==> config.mk <==
export PLATFORM = sky130hd
export DESIGN_NAME = bfid_div
export DESIGN_NICKNAME = d
export VERILOG_FILES = /design/src/sv/assert_macros.svh /design/src/sv/bfid_div.sv
export SDC_FILE = /design/constraint.sdc
export NUM_CORES = 1
export LEC_CHECK = 0
export CAP_MARGIN = 5
export CORE_ASPECT_RATIO = 2
export CORE_UTILIZATION = 56
export CTS_CLUSTER_DIAMETER = 100
export CTS_CLUSTER_SIZE = 24
export DETAILED_ROUTE_END_ITERATION = 16
export DONT_BUFFER_PORTS = 1
export GPL_TIMING_DRIVEN = 1
export PLACE_DENSITY_LB_ADDON = 0.15
export RECOVER_POWER = 50
export SLEW_MARGIN = 30
export SYNTH_ARGS = -nofsm -noshare
export SYNTH_HDL_FRONTEND = slang
export SYNTH_SLANG_ARGS = --single-unit
==> constraint.sdc <==
create_clock -name clk_i -period 2 [get_ports clk_i]
set_input_delay 0.4 -clock clk_i [delete_from_list [all_inputs] [get_ports clk_i]]
set_output_delay 0.4 -clock clk_i [all_outputs]
set_load 0.01 [all_outputs]
==> src/sv/assert_macros.svh <==
// Concurrent assertion helpers, clocked on clk_i and disabled during reset.
`ifndef ASSERT_MACROS_SVH
`define ASSERT_MACROS_SVH

`define BFID_ASSERT(name, prop, msg) \
  name: assert property (@(posedge clk_i) disable iff (!rst_ni) prop) else $error(msg);

`define BFID_NEVER(name, cond, msg) \
  name: assert property (@(posedge clk_i) disable iff (!rst_ni) !(cond)) else $error(msg);

`endif

==> src/sv/bfid_div.sv <==
module bfid_div #(
  parameter int unsigned NW = 16,
  parameter int unsigned DW = 8
) (
  input  logic          clk_i,
  input  logic          rst_ni,
  input  logic          start_i,
  input  logic [NW-1:0] num_i,
  input  logic [DW-1:0] den_i,
  output logic          done_o,
  output logic [NW-1:0] quo_o,
  output logic [DW-1:0] rem_o
);

  localparam int unsigned CW = $clog2(NW + 1);

  logic [CW-1:0] cnt_q, cnt_d;
  logic          busy_q, busy_d;
  logic          vld_q, vld_d;
  logic [NW-1:0] quo_q, quo_d;
  logic [DW-1:0] rem_q, rem_d;
  logic [DW-1:0] den_q, den_d;
  logic [DW:0]   trial;
  logic [DW:0]   diff;

  always_comb begin
    trial  = {rem_q, quo_q[NW-1]};
    diff   = trial - {1'b0, den_q};
    cnt_d  = cnt_q;
    busy_d = busy_q;
    vld_d  = vld_q;
    quo_d  = quo_q;
    rem_d  = rem_q;
    den_d  = den_q;
    if (start_i) begin
      busy_d = 1'b1;
      vld_d  = 1'b0;
      cnt_d  = CW'(NW);
      quo_d  = num_i;
      rem_d  = '0;
      den_d  = den_i;
    end else if (busy_q) begin
      if (trial >= {1'b0, den_q}) begin
        rem_d = diff[DW-1:0];
        quo_d = {quo_q[NW-2:0], 1'b1};
      end else begin
        rem_d = trial[DW-1:0];
        quo_d = {quo_q[NW-2:0], 1'b0};
      end
      cnt_d = cnt_q - 1'b1;
      if (cnt_q == CW'(1)) begin
        busy_d = 1'b0;
        vld_d  = 1'b1;
      end
    end
  end

  always_ff @(posedge clk_i or negedge rst_ni) begin
    if (!rst_ni) begin
      cnt_q  <= '0;
      busy_q <= 1'b0;
      vld_q  <= 1'b0;
    end else begin
      cnt_q  <= cnt_d;
      busy_q <= busy_d;
      vld_q  <= vld_d;
    end
  end

  always_ff @(posedge clk_i) begin
    quo_q <= quo_d;
    rem_q <= rem_d;
    den_q <= den_d;
  end

  assign done_o = vld_q;
  assign quo_o  = quo_q;
  assign rem_o  = rem_q;

endmodule

==> flow_metrics.py, run 1 <==
metrics = {
    "critical_path": {
        "crit_arrival_ns": 2.20,
        "r2r-end": "rem_o[6]",
        "path_class": "flip-flop to flip-flop",
        "required_ns": 2.21,
        "critPathLaunch": "den_q[0]",
        "reg2reg_depth": 7,
        "reg2reg_slack_ns": 0.01,
        "critPathLaunchType": "flip-flop",
        "worstSetupEndpointType": "flip-flop",
        "r2r_start": "den_q[0]",
        "crit_path_max_fanout": 3,
    },
    "pwr": {
        "peakVddDrop_mv": 0.795,
        "leakagePower_nw": 0.983,
        "power.total_mw": 2.94,
        "p_per_area_nw_per_um2": 1200,
    },
    "placed_design": {
        "post_dp_cell_area_um2": 2300,
        "post-dp-hpwl_mm": 3.32,
        "port_buffers": 0,
        "gp_congestion": 0.898,
    },
    "logic_synthesis": {
        "synthDistinctLibCells": 43,
        "synth_edf_count": 24,
        "yosysWarnings": 0,
        "yosysSeqAreaShare_pct": 50.1,
        "syn_avg_cell_area_um2": 12.1,
        "syn-cell-area_um2": 2110,
        "ys_seq_elements": 39,
        "synth_ff_type": "edfxtp_1",
        "syn_nets": 213,
        "synth_cells": 175,
        "async_reset_ff_share_pct": 17.9,
    },
    "drt": {
        "firstDrtPassIters": 4,
        "wl_mm": 4.43,
        "drcViolationCount": 0,
        "postRouteAntennaNets": 0,
        "avgViaCountPerCell": 5.82,
        "first_iter_violations": 26,
        "via_count": 1455,
        "wl_per_cell_um": 17.7,
    },
    "cts": {
        "clock_path_buffers": 2,
        "path_clk_slew_ns": 0.08,
        "cts_buffers": 5,
        "cts_sinks": 39,
        "tritoncts": "done",
        "root_buffer": "clkbuf_8",
        "htree_num_levels": 2,
        "clk_latency_ns": 0.29,
    },
    "run_status": {
        "status": "finished clean",
    },
    "global_route": {
        "grtUsageMet3_pct": 5.31,
        "grt_first_pass_wirelength_mm": 6.71,
        "grt_pass1_vias": 1421,
        "grt_start_max_net_pins": 46,
        "grt_use_met1_pct": 24.4,
        "met2_usage_pct": 41.9,
        "grt_usage_pct": 24.2,
        "top_usage_layer": "met2",
        "grt.overflow.total": 0,
        "antenna_found_initial": 0,
    },
    "timing": {
        "min_period_over_period_pct": 99.4,
        "slew_viol_final": 0,
        "hold_viol": 0,
        "setup_viol_count_final": 0,
        "slew_headroom_pct": 76.2,
        "max_freq_ghz": 0.503,
        "hold_ws_ns": 0.176,
        "rsz0062_at_grt": "true",
        "tightest_slew_ns": 0.357,
        "finClkSkew_ns": 0.00687,
        "post-route-min-period_ns": 1.99,
    },
    "die": {
        "die_x_um": 45.4,
        "start_util_pct": 58.5,
        "dieArea_um2": 4030,
        "pin_count": 52,
        "coreArea_um2": 3610,
        "rows": 31,
        "die_height_um": 88.8,
    },
    "min_path": {
        "hold_path_depth": 1,
        "min_to": "rem_o[2]",
        "hold_path_class": "input pin to flip-flop",
        "hold_start": "start_i",
    },
    "layout": {
        "multi_input_area_um2": 998,
        "insertedDiodeCount": 0,
        "final_area_um2": 2450,
        "fillers": 286,
        "drive_gt1_share_pct": 35.3,
        "fin_nets": 238,
        "seq_area_um2": 1060,
        "area_growth_pct": 16.3,
        "fin_util_pct": 68.0,
    },
    "job": {
        "cap_viol_max_count": 0,
    },
}
-- worst max-delay path: stages, from the launching register on --
cell,delay [ns]
edfxtp_1,0.41
ha_4,0.18
fa_2,0.35
nand4b_1,0.18
a31oi_1,0.19
nor3_1,0.06
a211o_2,0.31
a311oi_2,0.22
-- Yosys cell counts (4+ instances only) --
cell type / n / area [um2]
ha_1: 10 / 125
a21oi_1: 5 / 25.0
a311oi_2: 5 / 75.1
inv_1: 15 / 56.3
nand2_1: 5 / 18.8
nand2b_1: 4 / 25.0
xnor2_1: 6 / 52.6
mux2_2: 15 / 169
dfrtp_1: 7 / 175
a21o_1: 5 / 37.5
nand3_1: 6 / 30.0
dfxtp_1: 8 / 160
edfxtp_1: 24 / 721
nor2_1: 13 / 48.8
-- flip-flops by register name (all words and copies together), names as in the netlist --
register and cells:
rem_o 8, quo_o 16, den_q 8, done_o 1, cnt_q 5, busy_q 1
-- how the worst max path moves through the flow --
stage / endpoint / slack, ns / depth (start not counted)
final: rem_o[6] / 0.01 / 7
after floorplan: rem_o[6] / 0.01 / 8
after CTS: rem_o[6] / 0.002 / 7
after global placement: rem_o[6] / -0.01 / 8
after detailed placement: rem_o[4] / -0.08 / 8
after global routing: rem_o[6] / -0.1 / 8
-- cell usage in the layout, fill, tap and decap left out, drive strengths merged, types with 4 or more instances in the layout --
master and n:
ha 10, a21oi 7, nand2 5, nor2 13
a21o 6, nand2b 4, nand3 8, buf 25
xnor2 6, dfrtp 7, dfxtp 8, a311oi 5
mux2 15, inv 15, clkbuf 5, edfxtp 24
-- kinds of logic after synthesis --
| logic type | Yosys count | share of synthesized area [%] |
|---|---|---|
| muxes | 16 | 8.48 |
| DFF | 39 | 50.1 |
| xor gates and xnor gates | 8 | 3.32 |
| AOI/OAI and AO/OA | 35 | 15.2 |
| adders and majority gates | 11 | 6.88 |
| buffers and inverters | 23 | 4.80 |
| and+or+nand+nor | 43 | 11.2 |
-- stage by stage --
step                worst slack, ns  cells  setup TNS (ns)
floorplan                    0.0140    175               0
global placement            -0.0136    238         -0.0197
detailed placement          -0.0804    238          -0.204
CTS                         0.00155    250               0
global route                -0.0993    250          -0.468
finish                       0.0126    250               0
-- report_power, final --
group / switching, mW / internal, mW / leakage, nW / total [mW]
sequential: 0.176 / 1.05 / 0.398 / 1.23
clock: 0.278 / 0.237 / 0.0392 / 0.515
combinational: 0.563 / 0.633 / 0.546 / 1.20
total: 1.02 / 1.92 / 0.983 / 2.94
-- layout make-up --
cell class | count | area share, %
Tap cell | 49 | 2.50
Timing Repair Buffer | 26 | 8.06
Inverter | 15 | 2.29
Clock inverter | 3 | 0.612
Sequential cell | 39 | 43.0
Multi-Input combinational cell | 113 | 40.7
Clock buffer | 5 | 2.80
-- per-layer routing --
layer  share of wire (%)  up-vias  routed length (um)
met4                 4.1        0                 182
met5                   0        -                   0
li1                    -      687                   -
met1                  34      700                1480
met3                 5.4       15                 240
met2                  57       53                2520
-- timing repair --
action | 4_1_cts | 5_1_grt
resized for setup | 5 | 2
pin swaps | 2 | 2
hold buffers | 1 | 0
setup buffers | 3 | 0
endpoints found under the hold margin | 7 | 0
endpoints found under the setup margin | 7 | 9
Note: power is estimated with default switching activity, not from simulation.
==> inputs of run 2 (changes only) <==
- CORE_UTILIZATION: 56 -> 35
==> flow_metrics.py, run 2 (synthesized netlist as in run 1, its figures left out) <==
metrics = {
    "die": {
        "coreArea_um2": 5760,
        "dieArea_um2": 6360,
        "rows": 39,
        "pin_count": 52,
        "die_height_um": 112,
        "die_x_um": 56.9,
        "start_util_pct": 36.6,
    },
    "pwr": {
        "intPower_mw": 2.32,
        "p_comb_share_pct": 37.2,
        "p_seq_share_pct": 36.1,
        "p_per_area_nw_per_um2": 1290,
        "clockPowerShare_pct": 26.7,
        "leakagePower_nw": 1.05,
        "peakVddDrop_mv": 0.638,
        "netSwitchingFraction_pct": 31.9,
        "power.total_mw": 3.40,
        "p_sw_mw": 1.08,
    },
    "placed_design": {
        "place_inst": 251,
        "dp_slack_ns": -0.0662,
        "post_dp_cell_area_um2": 2330,
        "port_buffers": 0,
        "gp_congestion": 0.840,
        "post-dp-hpwl_mm": 3.36,
    },
    "drt": {
        "avgViaCountPerCell": 5.40,
        "drcViolationCount": 2,
        "wl_mm": 4.54,
        "via_count": 1441,
        "firstDrtPassIters": 10,
        "postRouteAntennaNets": 0,
        "first_iter_violations": 46,
        "wl_per_cell_um": 17.0,
    },
    "layout": {
        "drive_gt1_share_pct": 39.3,
        "final_area_um2": 2630,
        "seq_area_um2": 1060,
        "multi_input_area_um2": 1020,
        "fillers": 559,
        "fin_cells": 267,
        "fin_util_pct": 45.7,
        "insertedDiodeCount": 0,
        "area_growth_pct": 24.7,
        "largest_register_ffs": 16,
        "final_cell_mix": "buf_4, edfxtp_1, mux2_2, inv_1, nor2_1",
        "final_common_cell": "buf_4",
        "fin_nets": 243,
    },
    "cts": {
        "clk_latency_ns": 0.28,
        "cts_sinks": 39,
        "htree_num_levels": 2,
        "path_clk_slew_ns": 0.06,
        "cts_buffers": 5,
        "root_buffer": "clkbuf_16",
        "clock_path_buffers": 2,
        "tritoncts": "done",
    },
    "timing": {
        "slew_viol_final": 0,
        "hold_viol": 0,
        "finClkSkew_ns": 0.00474,
        "fin_ws_ns": 0.00164,
        "rsz0062_at_grt": "true",
        "max_freq_ghz": 0.500,
        "post-route-min-period_ns": 2.00,
        "tightest_slew_ns": 0.407,
        "slew_headroom_pct": 72.4,
        "min_period_over_period_pct": 99.9,
        "setup_viol_count_final": 0,
        "setup_tns_ns": 0,
        "hold_ws_ns": 0.204,
    },
    "run_status": {
        "status": "complete, but fails checks",
        "violations": "DRC",
    },
    "critical_path": {
        "crit_path_max_fanout": 3,
        "critPathLaunchType": "flip-flop",
        "worstSetupEndpointType": "flip-flop",
        "path_class": "flip-flop to flip-flop",
        "crit_arrival_ns": 2.20,
        "required_ns": 2.20,
    },
    "global_route": {
        "grt.overflow.total": 0,
        "grt_pass1_vias": 1537,
        "antenna_found_initial": 0,
        "grt_first_pass_wirelength_mm": 7.36,
        "grt_start_max_net_pins": 46,
        "grt_usage_pct": 15.5,
    },
    "min_path": {
        "hold_path_class": "input pin to flip-flop",
    },
    "job": {
        "cap_viol_max_count": 0,
    },
}
[run 2: layout make-up]
class                           instances  area share [%]
Timing Repair Buffer                   31            9.70
Clock inverter                          2            1.43
Sequential cell                        39            40.1
Inverter                               15            2.14
Clock buffer                            6            4.90
Multi-Input combinational cell        113            38.8
Tap cell                               61            2.90
[run 2: path summary, 6_finish.rpt]
check                      startpoint  cells after the start       end  slack, ns
hold / removal                start_i                      1  rem_o[2]       0.20
setup / recovery             den_q[0]                      7  rem_o[6]      0.002
min in group asynchronous      rst_ni                      1  cnt_q[0]       0.45
max in group asynchronous      rst_ni                      1  cnt_q[1]       1.31
setup reg to reg             den_q[0]                      7  rem_o[6]      0.002
hold reg to reg              cnt_q[4]                      2  cnt_q[4]       0.53
[run 2: repair_timing]
action,4_1_cts,5_1_grt
pin swaps,4,7
endpoints found under the hold margin,7,0
hold buffers,1,0
resized for setup,3,11
setup buffers,4,3
setup endpoints to repair,5,9
[run 2: layer usage]
metal	GRT usage, %	vias up	part of all wire (%)	wire length [um]
met5	0	-	0	0
met4	8.46	0	2.8	128
met3	4.18	8	6.4	292
met2	28.1	55	56	2560
met1	15.5	676	34	1560
li1	-	702	-	-
[run 2: critical path, cell delays in order, from the launching register on]
cell and delay [ns]:
edfxtp_1 0.41, ha_4 0.18, fa_2 0.35, nand4b_1 0.20, a31oi_2 0.19, nor3_2 0.05, a211o_2 0.31, a311oi_2 0.22
[run 2: power by group through the flow]
stage	clock [mW]	sequential, mW	combinational (mW)
finish	0.909	1.23	1.26
global route	0.969	1.25	1.39
CTS	0.933	1.23	1.20
detailed placement	0	1.24	1.17
global placement	0	1.24	1.14
floorplan	0	1.23	0.766
